**src/rtl/csq_pkg.sv**
```systemverilog
// Package for the counting semaphore wait queue: codes, entry and command types.
// No dependencies; imported by every module of the block.
`timescale 1ns / 1ps
`default_nettype none

package csq_pkg;

    // Number of waiter cells in the chain
    localparam int WAITERS = 16;

    localparam int COUNT_W     = 16;
    localparam int TASK_W      = 4;
    localparam int CLASS_W     = 2;
    localparam int PRIO_W      = 8;
    localparam int FUNC_W      = 2;
    localparam int STATUS_W    = 3;
    localparam int CFG_INDEX_W = 2;

    // Operation codes
    localparam logic [FUNC_W-1:0] FUNC_WAIT    = 2'd0;
    localparam logic [FUNC_W-1:0] FUNC_POST    = 2'd1;
    localparam logic [FUNC_W-1:0] FUNC_TIMEOUT = 2'd2;
    localparam logic [FUNC_W-1:0] FUNC_NONE    = 2'd3;

    // Waiter classes
    localparam logic [CLASS_W-1:0] CLS_FIFO   = 2'd0;
    localparam logic [CLASS_W-1:0] CLS_RT     = 2'd1;
    localparam logic [CLASS_W-1:0] CLS_NORMAL = 2'd2;

    // Result status codes
    localparam logic [STATUS_W-1:0] STAT_GRANTED  = 3'd0;
    localparam logic [STATUS_W-1:0] STAT_BLOCKED  = 3'd1;
    localparam logic [STATUS_W-1:0] STAT_RELEASED = 3'd2;
    localparam logic [STATUS_W-1:0] STAT_RAISED   = 3'd3;
    localparam logic [STATUS_W-1:0] STAT_OVERFLOW = 3'd4;
    localparam logic [STATUS_W-1:0] STAT_REMOVED  = 3'd5;
    localparam logic [STATUS_W-1:0] STAT_NOTFOUND = 3'd6;
    localparam logic [STATUS_W-1:0] STAT_FULL     = 3'd7;

    // Configuration register indexes
    localparam logic [CFG_INDEX_W-1:0] CFG_INITIAL_COUNT = 2'd0;
    localparam logic [CFG_INDEX_W-1:0] CFG_MAX_COUNT     = 2'd1;

    typedef enum logic [1:0] {
        OP_HOLD,
        OP_INSERT,
        OP_REMOVE
    } cell_op_t;

    typedef enum logic {
        S_IDLE,
        S_EXEC
    } ctrl_state_t;

    // Contents of one waiter cell
    typedef struct packed {
        logic [TASK_W-1:0]  task_id;
        logic [CLASS_W-1:0] cls;
        logic [PRIO_W-1:0]  prio;
        logic               timed;
    } entry_t;

    // Command broadcast to every cell
    typedef struct packed {
        cell_op_t op;
        logic     head_only;
        entry_t   item;
    } cell_cmd_t;

endpackage

`default_nettype wire

```
**src/rtl/csq_cell.sv**
```systemverilog
// One waiter cell: holds an entry and decides locally whether to hold, load,
// shift in from its left neighbour or from its right neighbour. Uses csq_pkg.
`timescale 1ns / 1ps
`default_nettype none

module csq_cell (
    input  wire logic              clk,
    input  wire logic              rst_n,
    input  wire csq_pkg::cell_cmd_t cmd,
    input  wire logic              prev_valid,
    input  wire csq_pkg::entry_t   prev_entry,
    input  wire logic              prev_keep,
    input  wire logic              next_valid,
    input  wire csq_pkg::entry_t   next_entry,
    input  wire logic              found_in,
    output logic                   valid,
    output csq_pkg::entry_t        entry,
    output logic                   keep,
    output logic                   found_out
);
    import csq_pkg::*;

    logic   valid_reg;
    logic   valid_next;
    entry_t entry_reg;
    entry_t entry_next;
    logic   ahead;
    logic   match;

    // Does the stored waiter stay ahead of the one being inserted
    always_comb
    begin
        case (cmd.item.cls)
            CLS_FIFO:
            begin
                ahead = (entry_reg.cls == CLS_FIFO);
            end
            CLS_RT:
            begin
                ahead = (entry_reg.cls == CLS_FIFO) ||
                        ((entry_reg.cls == CLS_RT) && (entry_reg.prio <= cmd.item.prio));
            end
            default:
            begin
                ahead = 1'b1;
            end
        endcase
    end

    assign keep      = valid_reg && ahead;
    assign match     = valid_reg && (cmd.head_only || (entry_reg.task_id == cmd.item.task_id));
    assign found_out = found_in || match;

    always_comb
    begin
        valid_next = valid_reg;
        entry_next = entry_reg;
        case (cmd.op)
            OP_INSERT:
            begin
                if (!keep)
                begin
                    if (prev_keep)
                    begin
                        valid_next = 1'b1;
                        entry_next = cmd.item;
                    end
                    else
                    begin
                        valid_next = prev_valid;
                        entry_next = prev_entry;
                    end
                end
            end
            OP_REMOVE:
            begin
                if (found_in || match)
                begin
                    valid_next = next_valid;
                    entry_next = next_entry;
                end
            end
            default:
            begin
                valid_next = valid_reg;
            end
        endcase
    end

    always_ff @(posedge clk or negedge rst_n)
    begin
        if (!rst_n)
        begin
            valid_reg <= 1'b0;
        end
        else
        begin
            valid_reg <= valid_next;
        end
    end

    always_ff @(posedge clk)
    begin
        entry_reg <= entry_next;
    end

    assign valid = valid_reg;
    assign entry = entry_reg;

endmodule

`default_nettype wire

```
**src/rtl/csq_chain.sv**
```systemverilog
// Row of waiter cells kept packed from cell 0 in service order.
// Depends on csq_pkg and csq_cell.
`timescale 1ns / 1ps
`default_nettype none

module csq_chain (
    input  wire logic                          clk,
    input  wire logic                          rst_n,
    input  wire csq_pkg::cell_cmd_t            cmd,
    output logic [csq_pkg::WAITERS-1:0]        valid_vec,
    output csq_pkg::entry_t                    head_entry,
    output logic                               found
);
    import csq_pkg::*;

    entry_t entries [WAITERS];
    logic   keeps   [WAITERS];
    logic   founds  [WAITERS];

    genvar g;
    generate
        for (g = 0; g < WAITERS; g++)
        begin : g_cell
            logic   p_valid;
            entry_t p_entry;
            logic   p_keep;
            logic   n_valid;
            entry_t n_entry;
            logic   f_in;

            if (g == 0)
            begin : g_first
                assign p_valid = 1'b0;
                assign p_entry = '0;
                assign p_keep  = 1'b1;
                assign f_in    = 1'b0;
            end
            else
            begin : g_mid
                assign p_valid = valid_vec[g-1];
                assign p_entry = entries[g-1];
                assign p_keep  = keeps[g-1];
                assign f_in    = founds[g-1];
            end

            if (g == WAITERS - 1)
            begin : g_last
                assign n_valid = 1'b0;
                assign n_entry = '0;
            end
            else
            begin : g_inner
                assign n_valid = valid_vec[g+1];
                assign n_entry = entries[g+1];
            end

            csq_cell u_cell (
                .clk        (clk),
                .rst_n      (rst_n),
                .cmd        (cmd),
                .prev_valid (p_valid),
                .prev_entry (p_entry),
                .prev_keep  (p_keep),
                .next_valid (n_valid),
                .next_entry (n_entry),
                .found_in   (f_in),
                .valid      (valid_vec[g]),
                .entry      (entries[g]),
                .keep       (keeps[g]),
                .found_out  (founds[g])
            );
        end
    endgenerate

    assign head_entry = entries[0];
    assign found      = founds[WAITERS-1];

endmodule

`default_nettype wire

```
**src/rtl/counting_semaphore_wait_queue.sv**
```systemverilog
// Top level of the counting semaphore with an ordered waiter queue.
// Depends on csq_pkg and csq_chain (which holds the csq_cell row).
//
// Usage
//   Requests arrive as transfers on the input channel (in_valid/in_ready):
//   func selects wait, post or timeout removal; task_id, task_class,
//   priority_req and timed describe the waiter. Each request except the
//   unused func code yields one result transfer on the output channel
//   (out_valid/out_ready) carrying status, released_task and wake_kind.
//   Configuration writes use cfg_valid/cfg_ready with cfg_index and
//   cfg_data; index 0 loads the count, index 1 sets the post ceiling.
//   cfg_ready is always high; write only while the block is idle.
// Timing
//   A request is registered in the transfer cycle and executed in the next
//   unless the output register is still full: the chain of waiter cells
//   inserts or shifts in that cycle, and the result is loaded into the
//   output register. A new request is taken only once the last one executed.
//   in_ready is high whenever no request is being executed, so a new
//   request is accepted while a result still waits at the output.
// Reset
//   rst_n clears the count to 0, the ceiling to 65535 and empties the queue.
// Stall
//   If the output register is still full, execution waits and the queue
//   does not change until the pending result is taken.
`timescale 1ns / 1ps
`default_nettype none

module counting_semaphore_wait_queue (
    input  wire logic                              clk,
    input  wire logic                              rst_n,
    // configuration channel
    input  wire logic                              cfg_valid,
    output logic                                   cfg_ready,
    input  wire logic [csq_pkg::CFG_INDEX_W-1:0]   cfg_index,
    input  wire logic [csq_pkg::COUNT_W-1:0]       cfg_data,
    // request channel
    input  wire logic                              in_valid,
    output logic                                   in_ready,
    input  wire logic [csq_pkg::FUNC_W-1:0]        func,
    input  wire logic [csq_pkg::TASK_W-1:0]        task_id,
    input  wire logic [csq_pkg::CLASS_W-1:0]       task_class,
    input  wire logic [csq_pkg::PRIO_W-1:0]        priority_req,
    input  wire logic                              timed,
    // result channel
    output logic                                   out_valid,
    input  wire logic                              out_ready,
    output logic [csq_pkg::STATUS_W-1:0]           status,
    output logic [csq_pkg::TASK_W-1:0]             released_task,
    output logic                                   wake_kind
);
    import csq_pkg::*;

    ctrl_state_t         state_reg;
    ctrl_state_t         state_next;

    // registered request
    logic [FUNC_W-1:0]   func_reg;
    entry_t              req_reg;
    entry_t              req_next;

    logic [COUNT_W-1:0]  count_reg;
    logic [COUNT_W-1:0]  count_next;
    logic [COUNT_W-1:0]  max_reg;
    logic [COUNT_W-1:0]  max_next;

    // output register
    logic                out_valid_reg;
    logic                out_valid_next;
    logic [STATUS_W-1:0] status_reg;
    logic [STATUS_W-1:0] status_next;
    logic [TASK_W-1:0]   rel_reg;
    logic [TASK_W-1:0]   rel_next;
    logic                kind_reg;
    logic                kind_next;

    logic                result_load;
    cell_cmd_t           cmd;
    logic [WAITERS-1:0]  valid_vec;
    entry_t              head_entry;
    logic                found;
    logic                queue_full;
    logic                queue_busy;

    assign in_ready   = (state_reg == S_IDLE);
    assign cfg_ready  = 1'b1;
    assign queue_full = valid_vec[WAITERS-1];
    assign queue_busy = valid_vec[0];

    // Capture; an unknown class is queued as normal
    always_comb
    begin
        req_next.task_id = task_id;
        req_next.cls     = ((task_class == CLS_FIFO) || (task_class == CLS_RT)) ?
                           task_class : CLS_NORMAL;
        req_next.prio    = priority_req;
        req_next.timed   = timed;
    end

    // Control and execution of one request
    always_comb
    begin
        state_next    = state_reg;
        result_load   = 1'b0;
        status_next   = status_reg;
        rel_next      = rel_reg;
        kind_next     = kind_reg;
        count_next    = count_reg;
        max_next      = max_reg;
        cmd.op        = OP_HOLD;
        cmd.head_only = 1'b0;
        cmd.item      = req_reg;

        case (state_reg)
            S_IDLE:
            begin
                if (in_valid)
                begin
                    state_next = S_EXEC;
                end
            end
            S_EXEC:
            begin
                if (func_reg == FUNC_NONE)
                begin
                    // no effect and no result
                    state_next = S_IDLE;
                end
                else if (!out_valid_reg || out_ready)
                begin
                    state_next  = S_IDLE;
                    result_load = 1'b1;
                    rel_next    = '0;
                    kind_next   = 1'b0;
                    case (func_reg)
                        FUNC_WAIT:
                        begin
                            if (count_reg != '0)
                            begin
                                count_next  = count_reg - 1'b1;
                                status_next = STAT_GRANTED;
                            end
                            else if (queue_full)
                            begin
                                status_next = STAT_FULL;
                            end
                            else
                            begin
                                cmd.op      = OP_INSERT;
                                status_next = STAT_BLOCKED;
                            end
                        end
                        FUNC_POST:
                        begin
                            if (queue_busy)
                            begin
                                cmd.op        = OP_REMOVE;
                                cmd.head_only = 1'b1;
                                status_next   = STAT_RELEASED;
                                rel_next      = head_entry.task_id;
                                kind_next     = head_entry.timed;
                            end
                            else if (count_reg < max_reg)
                            begin
                                count_next  = count_reg + 1'b1;
                                status_next = STAT_RAISED;
                            end
                            else
                            begin
                                status_next = STAT_OVERFLOW;
                            end
                        end
                        default:
                        begin
                            // timeout: first matching waiter leaves, rest close up
                            cmd.op = OP_REMOVE;
                            if (found)
                            begin
                                status_next = STAT_REMOVED;
                                rel_next    = req_reg.task_id;
                            end
                            else
                            begin
                                status_next = STAT_NOTFOUND;
                            end
                        end
                    endcase
                end
            end
            default:
            begin
                state_next = S_IDLE;
            end
        endcase

        if (cfg_valid)
        begin
            case (cfg_index)
                CFG_INITIAL_COUNT:
                begin
                    count_next = cfg_data;
                end
                CFG_MAX_COUNT:
                begin
                    max_next = cfg_data;
                end
                default:
                begin
                    max_next = max_reg;
                end
            endcase
        end

        if (result_load)
        begin
            out_valid_next = 1'b1;
        end
        else if (out_ready)
        begin
            out_valid_next = 1'b0;
        end
        else
        begin
            out_valid_next = out_valid_reg;
        end
    end

    always_ff @(posedge clk or negedge rst_n)
    begin
        if (!rst_n)
        begin
            state_reg     <= S_IDLE;
            count_reg     <= '0;
            max_reg       <= '1;
            out_valid_reg <= 1'b0;
        end
        else
        begin
            state_reg     <= state_next;
            count_reg     <= count_next;
            max_reg       <= max_next;
            out_valid_reg <= out_valid_next;
        end
    end

    // payload registers
    always_ff @(posedge clk)
    begin
        if (in_valid && in_ready)
        begin
            func_reg <= func;
            req_reg  <= req_next;
        end
        status_reg <= status_next;
        rel_reg    <= rel_next;
        kind_reg   <= kind_next;
    end

    csq_chain u_chain (
        .clk        (clk),
        .rst_n      (rst_n),
        .cmd        (cmd),
        .valid_vec  (valid_vec),
        .head_entry (head_entry),
        .found      (found)
    );

    assign out_valid     = out_valid_reg;
    assign status        = status_reg;
    assign released_task = rel_reg;
    assign wake_kind     = kind_reg;

    // Queue stays packed from cell 0
    a_packed : assert property (@(posedge clk) disable iff (!rst_n)
        ((valid_vec & (valid_vec + 1'b1)) == '0))
        else $error("waiter cells not packed");

    // An insert adds exactly one waiter
    a_insert : assert property (@(posedge clk) disable iff (!rst_n)
        (cmd.op == OP_INSERT) |=> ($countones(valid_vec) == $past($countones(valid_vec)) + 1))
        else $error("insert did not add one waiter");

    // A release or removal takes exactly one waiter away
    a_remove : assert property (@(posedge clk) disable iff (!rst_n)
        (result_load && ((status_next == STAT_RELEASED) || (status_next == STAT_REMOVED)))
        |=> ($countones(valid_vec) + 1 == $past($countones(valid_vec))))
        else $error("removal did not drop one waiter");

    // A grant takes one unit
    a_grant : assert property (@(posedge clk) disable iff (!rst_n)
        (result_load && (status_next == STAT_GRANTED) && !cfg_valid)
        |=> (count_reg == $past(count_reg) - 1'b1))
        else $error("grant did not decrement count");

    // A request blocks only when no unit is free
    a_no_wait_with_units : assert property (@(posedge clk) disable iff (!rst_n)
        (result_load && (status_next == STAT_BLOCKED)) |-> (count_reg == '0))
        else $error("task blocked while units were free");

endmodule

`default_nettype wire
```
**config.mk**
```make
export PLATFORM = sky130hd
export DESIGN_NAME = counting_semaphore_wait_queue
export DESIGN_NICKNAME = d
export VERILOG_FILES = /design/src/rtl/csq_pkg.sv /design/src/rtl/csq_cell.sv /design/src/rtl/csq_chain.sv /design/src/rtl/counting_semaphore_wait_queue.sv
export SDC_FILE = /design/constraint.sdc
export NUM_CORES = 1
export LEC_CHECK = 0
export ABC_AREA = 1
export BUFFER_PORTS_ARGS = -buffer_cell sky130_fd_sc_hd__buf_2
export CAP_MARGIN = 20
export CORE_MARGIN = 2
export CORE_UTILIZATION = 25
export DETAILED_ROUTE_END_ITERATION = 8
export PLACE_DENSITY_LB_ADDON = 0.05
export SYNTH_ARGS = -nofsm -noshare
export SYNTH_HDL_FRONTEND = slang
export SYNTH_HIERARCHICAL = 1
export SYNTH_SLANG_ARGS = --single-unit
```
**constraint.sdc**
```tcl
create_clock -name clk -period 14.4 [get_ports clk]
set_clock_uncertainty 0.2 [all_clocks]
set_input_delay 1.44 -clock clk [delete_from_list [all_inputs] [get_ports clk]]
set_output_delay 1.44 -clock clk [all_outputs]
set_load 0.02 [all_outputs]
```
# Word-level counts from Yosys, hierarchy flattened
# Cells that the tools add are included.
# totals
reg_bits,315
input_bits,40
# op_classes
n_eq_ne,71
n_reduce_logical,141
mux,177
bitwise,2
addsub,2
n_lt_le_gt_ge,17
# ops
cell,n
$mux W15,47
$pmux W15 S2,16
$le A8 B8 Y1,16
$mux W16,8
$pmux W1 S2,33
$eq A4 B4 Y1,16
$ne A2 B2 Y1 const B,32
$mux W1,58
$reduce_and A3 Y1,17
$logic_and A1 B1 Y1,49
$logic_or A1 B1 Y1,49
$eq A2 B1 Y1 const B,21
$logic_not A2 Y1,20
$pmux W16 S2,1
$mux W3,8
$add A16 B1 Y16 const B,1
$lt A16 B16 Y1,1
$reduce_bool A16 Y1,1
$sub A16 B1 Y16 const B,1
$mux W4,2
$pmux W4 S2,1
$pmux W3 S2,1
$eq A2 B2 Y1 const B,2
$pmux W2 S2,1
other kinds (5),8

# Logic depth before layout (Yosys ltp)
# Gate-level depths: netlist of run 1.
# logic_depth
ltp_word,25
mapped_depth,44
ltp_nobuf,44

# Modules after synthesis
# The synthesis of run 1 kept the hierarchy.
# by_module_without_submodules
module,area_each_um2,instances,cells_per_inst
csq_cell,1176.1,16,161
counting_semaphore_wait_queue,3908.7,1,503
csq_chain,127.6,1,18

# Worst setup path after synthesis of run 1
# No wires, ideal clock.
# synth_timing
path_type,in2reg
startpoint,input port out_ready
endpoint,register u_chain.g_cell[0].u_cell.entry_reg (netlist bit u_chain/g_cell[0].u_cell/entry[0]) (enable)
t_required_ns,13.841
setup_time_ns,0.359
path_slack_ns,7.406
n_path_buf,0
stages,8
arrival_time_ns,6.435
path_cell_list,nor2_1 nor2_1 inv_1 nor3_1 nand2_1 nand2_1 nand2_1 inv_1
# synth_rtl
element,line_no,source
from (decl),counting_semaphore_wait_queue.sv:46,"input wire logic out_ready,"
to (signal assigned),csq_cell.sv:104,entry_reg <= entry_next;
to (decl),csq_cell.sv:25,entry_t entry_reg;

==> flow_summary.json, run 1 <==
{
  "rsz0062_at_grt": "no",
  "cts_buffers": 44,
  "cts_resized": 0,
  "finalSetupTns_ns": 0,
  "syn_area_sq_um": 22700,
  "p_leak_nw": 11.4,
  "slowest_stage": "inv_1",
  "worst-path-buf-inv": 21,
  "die_area_sq_um": 93400,
  "nNetsFinal": 3318,
  "start_util": 0.252,
  "wire_per_inst_microns": 17.3,
  "register_area_sq_um": 9230,
  "largest_reg_flops": 240,
  "htreeDepth": 2,
  "synth.avg_cell_area_sq_um": 7.38,
  "die_w_microns": 306,
  "num_vias": 19373,
  "clk_pin_slew_ns": 0.05,
  "fin_util": 0.287,
  "placeableCoreArea_sq_um": 90100,
  "outcome": "completed",
  "rows": 110,
  "rr_endpoint": "u_chain/g_cell[15].u_cell/entry[7]$_DFFE_PP_",
  "crit_required_ns": 14.42,
  "arrival_ns": 5.21,
  "drv_cap": 0,
  "path_class": "in2reg",
  "drive_gt1_frac": 0.0819,
  "viasPerCell": 4.46,
  "final_antenna_net_count": 0,
  "drv_slew": 0,
  "power.density_nw_per_um2": 131,
  "combinationalPowerShare": 0.309,
  "worstReg2RegStart": "state_reg$_DFF_PN0_",
  "cp_top_family": "buffers and inverters",
  "cts_buffer_depth": 3,
  "syn_to_final_growth_pct": 13.7,
  "crit_fanout": 20,
  "max_freq_mhz": 192,
  "drt-total-wl_microns": 75100,
  "worstHoldStart": "max_reg[15]$_DFFE_PN1P_",
  "drc": 0,
  "grt_max_degree": 51,
  "finalCriticalPeriod_ns": 5.19,
  "cpMostUsedCell": "inv_1",
  "grt_pass1_wl_microns": 116000,
  "drt_iter0_drc": 1198,
  "post-route-period-util": 0.361,
  "place_hpwl_microns": 55700,
  "holdPathStages": 2,
  "cpPeakStageDelay_ns": 0.49,
  "slew_headroom": 0.307,
  "worstMarginPinSlew_ns": 1.04,
  "cts_sinks": 315,
  "min_to": "max_reg[15]$_DFFE_PN1P_",
  "grt_pass1_vias": 19090,
  "post-cts-setup-buffer-count": 0,
  "die_h_microns": 306,
  "ir_drop_mv": 0.0854,
  "n_fill_cell": 9728,
  "grt_overflow_total": 0,
  "reg2reg_depth": 44,
  "cts_tree": "yes",
  "end_kind": "flip-flop",
  "internal_power_mw": 2.13,
  "synthCells": 3082,
  "drt_pass1_iterations": 6,
  "setup_violations": 0,
  "gp_congestion": 0.780,
  "yosys_warnings": 6,
  "antenna_found_initial": 0,
  "r2r_slack_ns": 9.44,
  "swShare": 0.374,
  "num_io_pins": 51,
  "diodes": 0,
  "grt_use_total": 0.160,
  "cp-start-kind": "primary input",
  "finalHoldViolCount": 0,
  "multiInputGateArea_sq_um": 11500,
  "cts-root-buf": "clkbuf_16",
  "hold_class": "reg2reg",
  "power.clock.fraction": 0.298,
  "io_buffers": 49,
  "clock_latency_ns": 0.59,
  "power.switching_mw": 1.27,
  "holdBufCountCts": 0,
  "pwr-share-seq": 0.392
}
==> how the worst max path moves through the flow <==
stage               depth (start not counted)                                           end  slack, ns      start
floorplan                                   8   u_chain/g_cell[0].u_cell/entry[0]$_DFFE_PP_       7.41  out_ready
global placement                           45  u_chain/g_cell[15].u_cell/entry[1]$_DFFE_PP_       8.53  out_ready
detailed placement                         45  u_chain/g_cell[15].u_cell/entry[1]$_DFFE_PP_       8.52  out_ready
CTS                                        45  u_chain/g_cell[15].u_cell/entry[1]$_DFFE_PP_       9.16  out_ready
global route                               45  u_chain/g_cell[15].u_cell/entry[7]$_DFFE_PP_       8.77  out_ready
finish                                     45  u_chain/g_cell[15].u_cell/entry[7]$_DFFE_PP_       9.21  out_ready
==> through the flow <==
stage	cells	setup WS, ns	hold WS [ns]	instance area (sq um)	total power, mW
detailed placement	4258	8.52	0.277	24500	2.40
global placement	4254	8.53	0.273	24400	2.37
global route	4340	8.77	0.306	25800	3.65
CTS	4335	9.16	0.286	25800	3.45
floorplan	3117	7.41	0.254	22900	2.06
finish	4340	9.21	0.282	25800	3.40
==> layout by cell type, fill, tap and decap left out, types with 8 or more instances in the layout <==
cell       count
nor2_4        20
nor2_1       198
edfxtp_1     265
a21oi_1       76
buf_4         31
dfrtp_1       34
a21boi_1      16
ha_1         145
dfstp_2       16
o21ai_1      471
a21boi_2      15
inv_2         19
buf_8          8
inv_1        437
clkbuf_1      14
conb_1        38
xor2_1        69
nand2_1      944
clkinv_1       8
nand4_1        8
nand3_1       65
buf_2         49
o21ai_0       57
clkbuf_16     44
nand2_2       21
a21o_1        17
nor3_1        26
==> worst min-delay path: cells and delay by family (launching register included) <==
kind            cells  cell delay (ns)
flops               1             0.36
buf+inv             1             0.06
compound gates      1             0.06
==> power groups by stage <==
stage / sequential [mW] / clock, mW / combinational, mW
CTS: 1.34 / 1.06 / 1.05
detailed placement: 1.36 / 0 / 1.05
global route: 1.35 / 1.09 / 1.21
finish: 1.33 / 1.01 / 1.05
global placement: 1.35 / 0 / 1.01
floorplan: 1.28 / 0 / 0.786
==> routing by layer <==
layer  part of all wire  vias up  GRT usage
li1                   -    10067          -
met1               0.50     8889      0.227
met2               0.44      339      0.257
met3              0.034       78     0.0191
met4              0.021        0     0.0388
met5                  0        -          0
==> final cells by class <==
type                       count  area share
clock buffer                  61      0.0462
clock inverter                16     0.00387
inverter                     456      0.0662
multi-input combinational   2227       0.445
sequential                   315       0.357
tap                         1176      0.0569
timing repair buffer          89      0.0242
(Power assumes the default switching activity.)
==> inputs of run 2 (changes only) <==
Settings changed: ABC_AREA 1 to 0.
Clock period 14.4 ns to 5.2 ns, I/O delays scaled along.
==> run 2 against run 1 <==
Effect of this change: final cell count down 15%; wire length up 9.2%; worst hold slack worse by 0.21 ns; global-route usage up 1.5 points; critical path depth down 23; die area down 0.20%; setup slack worse by 8.9 ns; critical endpoint is now u_chain/g_cell[15].u_cell/entry[1]$_DFFE_PP_.
==> flow_summary.json, run 2 <==
{
  "outcome": "completed",
  "drv_cap": 0,
  "layout_common_cells": "nand2_1, edfxtp_1, mux2i_1",
  "viasPerCell": 4.97,
  "grt_max_degree": 51,
  "finalCriticalPeriod_ns": 4.87,
  "gp_congestion": 0.811,
  "grt_overflow_total": 0,
  "swShare": 0.367,
  "grt_use_total": 0.174,
  "syn_to_final_growth_pct": 18.5,
  "slowest_stage": "dfrtp_1",
  "wl_met1_microns": 39100,
  "cpPeakStageDelay_ns": 0.36,
  "drv_slew": 0,
  "clock_latency_ns": 0.59,
  "cts_tree": "yes",
  "synth.avg_cell_area_sq_um": 9.77,
  "stdcell_count": 3696,
  "rsz0062_at_grt": "no",
  "cp_top_family": "compound AO/OA/AOI/OAI gates",
  "pwr-share-seq": 0.376,
  "n_fill_cell": 9484,
  "final_antenna_net_count": 0,
  "setup_violations": 0,
  "die_h_microns": 305,
  "cts_buffer_depth": 3,
  "max_freq_mhz": 205,
  "post-cts-setup-buffer-count": 0,
  "largest_reg_flops": 240,
  "power.clock.fraction": 0.286,
  "crit_required_ns": 5.30,
  "rows": 110,
  "crit_fanout": 15,
  "internal_power_mw": 6.43,
  "drt-total-wl_microns": 82000,
  "grt_pass1_wl_microns": 125000,
  "drt_pass1_iterations": 6,
  "placedCellCount": 3577,
  "nNetsFinal": 2670,
  "placeableCoreArea_sq_um": 90000,
  "path_class": "reg2reg",
  "worst-path-buf-inv": 1,
  "final_common_cell": "nand2_1",
  "routed-wl-met3_microns": 3280,
  "combinationalPowerShare": 0.337,
  "cp_cell_sequence": "nor2b_2 > nor2_2 > and3_1 > buf_4 > a41o_1 > a21o_1 > a21o_2 > a21o_4 > a21o_4 > a21o_4 > a21o_4 > a21o_4 > a21o_4 > a21o_4 > a21o_1 > a21o_1 > a21o_1 > a21o_1 > a21o_1 > a21o_1 > nand2_2 > o21ai_4",
  "finalSetupTns_ns": 0,
  "drc": 0,
  "worstMarginPinSlew_ns": 1.10,
  "num_vias": 18377,
  "dpl_cell_area_sq_um": 25100,
  "io_buffers": 49,
  "ir_drop_mv": 0.213,
  "clk_pin_slew_ns": 0.05,
  "final_cell_area_sq_um": 26900,
  "post-route-period-util": 0.936,
  "synthCells": 2324,
  "grt_pass1_vias": 19380,
  "top_layer": "met5",
  "arrival_ns": 4.96,
  "end_kind": "flip-flop",
  "drive_gt1_frac": 0.135,
  "wire_per_inst_microns": 22.2,
  "syn_area_sq_um": 22700,
  "cts_buffers": 44,
  "start_util": 0.252,
  "cp-start-kind": "flip-flop",
  "die_w_microns": 305,
  "power.density_nw_per_um2": 378,
  "slew_headroom": 0.264,
  "route.met2.wl_microns": 37900,
  "place_hpwl_microns": 59900,
  "hold_class": "in2reg",
  "p_leak_nw": 11.1,
  "antenna_found_initial": 5,
  "cts-root-buf": "clkbuf_16",
  "cts_sinks": 315,
  "finalHoldViolCount": 0,
  "fin_util": 0.299,
  "htreeDepth": 2,
  "power.switching_mw": 3.73,
  "diodes": 0,
  "yosys_warnings": 6,
  "num_io_pins": 51,
  "drt_iter0_drc": 1226,
  "die_area_sq_um": 93200
}
run 2: per-stage QoR:
| stage | hold WS, ns | worst slack [ns] | power [mW] |
|---|---|---|---|
| global route | 0.0273 | 0.0353 | 10.8 |
| CTS | 0.00363 | 0.224 | 10.3 |
| global placement | 0.343 | 0.0154 | 7.24 |
| detailed placement | 0.346 | 0.000984 | 7.29 |
| floorplan | 0.0244 | -0.233 | 6.10 |
| finish | 0.0696 | 0.333 | 10.2 |
run 2: worst paths after layout:
kind                                                                    from                                           end  slack (ns)  cells past startpoint
worst max-delay path                                   out_valid$_DFFE_PN0P_  u_chain/g_cell[15].u_cell/entry[1]$_DFFE_PP_        0.33                     22
worst min-delay path                                              task_id[1]                             cmd[12]$_DFFE_PP_        0.07                      1
worst max register to register                         out_valid$_DFFE_PN0P_  u_chain/g_cell[15].u_cell/entry[1]$_DFFE_PP_        0.33                     22
worst min register to register  u_chain/g_cell[15].u_cell/entry[0]$_DFFE_PP_  u_chain/g_cell[14].u_cell/entry[0]$_DFFE_PP_        0.35                      2
max in group asynchronous                                              rst_n                        count_reg[9]$_DFF_PN0_        3.77                      2
min in group asynchronous                                              rst_n   u_chain/g_cell[12].u_cell/valid$_DFFE_PN0P_        0.40                      2
run 2: routing by layer:
layer  vias up  track usage
li1       8840            -
met3       107       0.0233
met5         -            0
met2       389        0.287
met1      9039        0.240
met4         2       0.0441
run 2: repair_timing:
item / 4_1_cts / 5_1_grt
endpoints found under the hold margin: 70 / 0
hold buffers: 33 / 0
endpoints found under the setup margin: 0 / 2
resized for setup: 0 / 1
run 2: final cells by class:
type                    instances  area, sq um  share of cell area
repair buffers                189         1520              0.0566
clock buffers                  63         1230              0.0459
clock inverters                18          114             0.00423
well taps                    1176         1470              0.0547
inverters                     182          683              0.0254
multi-input cells            1753        12600               0.470
flip-flops and latches        315         9230               0.343
run 2: power groups by stage:
stage	Sequential [mW]	Clock, mW	Combinational, mW
2_1_floorplan	3.65	0	2.45
3_3_place_gp	3.89	0	3.36
3_5_place_dp	3.88	0	3.40
4_1_cts	3.83	3.05	3.44
5_1_grt	3.88	3.12	3.79
6_report	3.82	2.91	3.43
==> inputs of run 3 (changes only) <==
Settings changed: CELL_PAD_IN_SITES_DETAIL_PLACEMENT set to 1, CELL_PAD_IN_SITES_GLOBAL_PLACEMENT set to 2.
==> run 3 against run 2 <==
Effect of this change: first-iteration DRC count shrank 30%; critical path type unchanged; maximum frequency is 0.26% lower; critical path depth is 2 higher; largest cell class unchanged.
==> flow_summary.json, run 3 (synthesis results as in run 2) <==
{
  "final_antenna_net_count": 0,
  "crit_fanout": 4,
  "drv_slew": 0,
  "num_vias": 18456,
  "drv_cap": 0,
  "syn_to_final_growth_pct": 19.2,
  "cts_tree": "yes",
  "worstSetupStartpoint": "out_valid$_DFFE_PN0P_",
  "swShare": 0.366,
  "grt_max_degree": 41,
  "cts-root-buf": "clkbuf_16",
  "finalHoldViolCount": 0,
  "setup_violations": 0,
  "path_class": "reg2reg",
  "cp_top_family": "compound AO/OA/AOI/OAI gates",
  "worstHoldStart": "cfg_data[1]",
  "rsz0062_at_grt": "no",
  "diodes": 0,
  "slowest_stage": "dfrtp_1",
  "cp-start-kind": "flip-flop",
  "r2r_slack_ns": 0.32,
  "grt_use_total": 0.182,
  "io_buffers": 49,
  "num_io_pins": 51,
  "hold_ws_ns": 0.0386,
  "slew_headroom": 0.315,
  "internal_power_mw": 6.61,
  "rows": 110,
  "outcome": "completed",
  "drive_gt1_frac": 0.138,
  "clk_pin_slew_ns": 0.06,
  "fin_util": 0.301,
  "worst-path-buf-inv": 0,
  "rr_endpoint": "u_chain/g_cell[15].u_cell/valid$_DFFE_PN0P_",
  "wire_per_inst_microns": 23.0,
  "reg2reg_depth": 24,
  "drc": 0,
  "die_h_microns": 305,
  "p_leak_nw": 11.1,
  "placedCellCount": 3585,
  "die_area_sq_um": 93200,
  "viasPerCell": 4.98,
  "antenna_found_initial": 4,
  "layout_common_cells": "nand2_1, edfxtp_1, mux2i_1",
  "power.density_nw_per_um2": 385,
  "cts_buffer_depth": 3,
  "cpPeakStageDelay_ns": 0.35,
  "nNetsFinal": 2679,
  "hold_class": "in2reg",
  "gp_congestion": 0.800,
  "power.switching_mw": 3.81,
  "die_w_microns": 305,
  "start_util": 0.252,
  "drt_iter0_drc": 855,
  "worstReg2RegStart": "out_valid$_DFFE_PN0P_",
  "post-route-period-util": 0.938,
  "ir_drop_mv": 0.227,
  "worstMarginPinSlew_ns": 1.03,
  "max_freq_mhz": 205,
  "cp_cell_sequence": "nor2b_1 > nor2_2 > and3_1 > a41o_1 > a21o_1 > a21o_1 > a21o_2 > a21o_4 > a21o_4 > a21o_4 > a21o_4 > a21o_4 > a21o_4 > a21o_4 > a21o_1 > a21o_1 > a21o_1 > a21o_1 > a21o_1 > nor2b_1 > o22ai_1 > o311ai_2 > o31ai_1 > o21ai_1",
  "place_hpwl_microns": 63900,
  "power.clock.fraction": 0.297,
  "post-cts-setup-buffer-count": 0,
  "placeableCoreArea_sq_um": 90000,
  "grt_pass1_vias": 20262,
  "pwr-share-seq": 0.368,
  "p_total_mw": 10.4,
  "holdPathStages": 2,
  "cts_sinks": 315,
  "stdcell_count": 3704,
  "combinationalPowerShare": 0.335,
  "final_common_cell": "nand2_1",
  "largest_reg_flops": 240,
  "drt-total-wl_microns": 85200,
  "grt_overflow_total": 0,
  "crit_required_ns": 5.47,
  "grt_pass1_wl_microns": 130000,
  "finalCriticalPeriod_ns": 4.88,
  "clock_latency_ns": 0.59,
  "end_kind": "flip-flop",
  "n_fill_cell": 10237,
  "min_to": "max_reg[1]$_DFFE_PN1P_",
  "arrival_ns": 5.15,
  "cts_buffers": 45,
  "htreeDepth": 2,
  "drt_pass1_iterations": 4
}
## run 3: metrics by stage
step	worst slack (ns)	setup TNS [ns]	instance area [sq um]
2_1_floorplan	-0.233	-1.30	22900
6_report	0.320	0	27100
3_5_place_dp	0.0310	0	25200
5_1_grt	0.0472	0	27100
3_3_place_gp	0.0419	0	25200
4_1_cts	0.252	0	27000
## run 3: routing by layer
metal,global-route usage,part of all wire,up-vias
met5,0,0.00038,-
met3,0.0207,0.026,71
met2,0.309,0.47,219
li1,-,-,8866
met4,0.0347,0.016,6
met1,0.250,0.48,9294
## run 3: how the worst max path moves through the flow
stage | end | slack, ns | cells past startpoint
floorplan | u_chain/g_cell[15].u_cell/valid$_DFFE_PN0P_ | -0.23 | 22
global placement | u_chain/g_cell[15].u_cell/valid$_DFFE_PN0P_ | 0.04 | 25
detailed placement | released_task[0]$_DFFE_PP_ | 0.03 | 24
CTS | released_task[0]$_DFFE_PP_ | 0.25 | 23
global route | released_task[2]$_DFFE_PP_ | 0.05 | 23
finish | u_chain/g_cell[15].u_cell/valid$_DFFE_PN0P_ | 0.32 | 24
## run 3: area by class of cell
cell class                      count  area, sq um  area share
Clock buffer                       66         1300      0.0480
Clock inverter                     15          148     0.00546
Inverter                          182          683      0.0253
Multi-Input combinational cell   1753        12600       0.467
Sequential cell                   315         9230       0.341
Tap cell                         1176         1470      0.0544
Timing Repair Buffer              197         1600      0.0591
## run 3: timing repair
item / 4_1_cts / 5_1_grt
hold buffers: 33 / 0
hold endpoints to repair: 47 / 0
resized for setup: 0 / 0
setup endpoints to repair: 0 / 0
## run 3: power groups by stage
stage	clock (mW)	combinational (mW)	sequential, mW
after floorplan	0	2.45	3.65
after global placement	0	3.43	3.89
after detailed placement	0	3.49	3.90
after CTS	3.24	3.53	3.85
after global routing	3.31	3.88	3.90
final	3.10	3.49	3.83
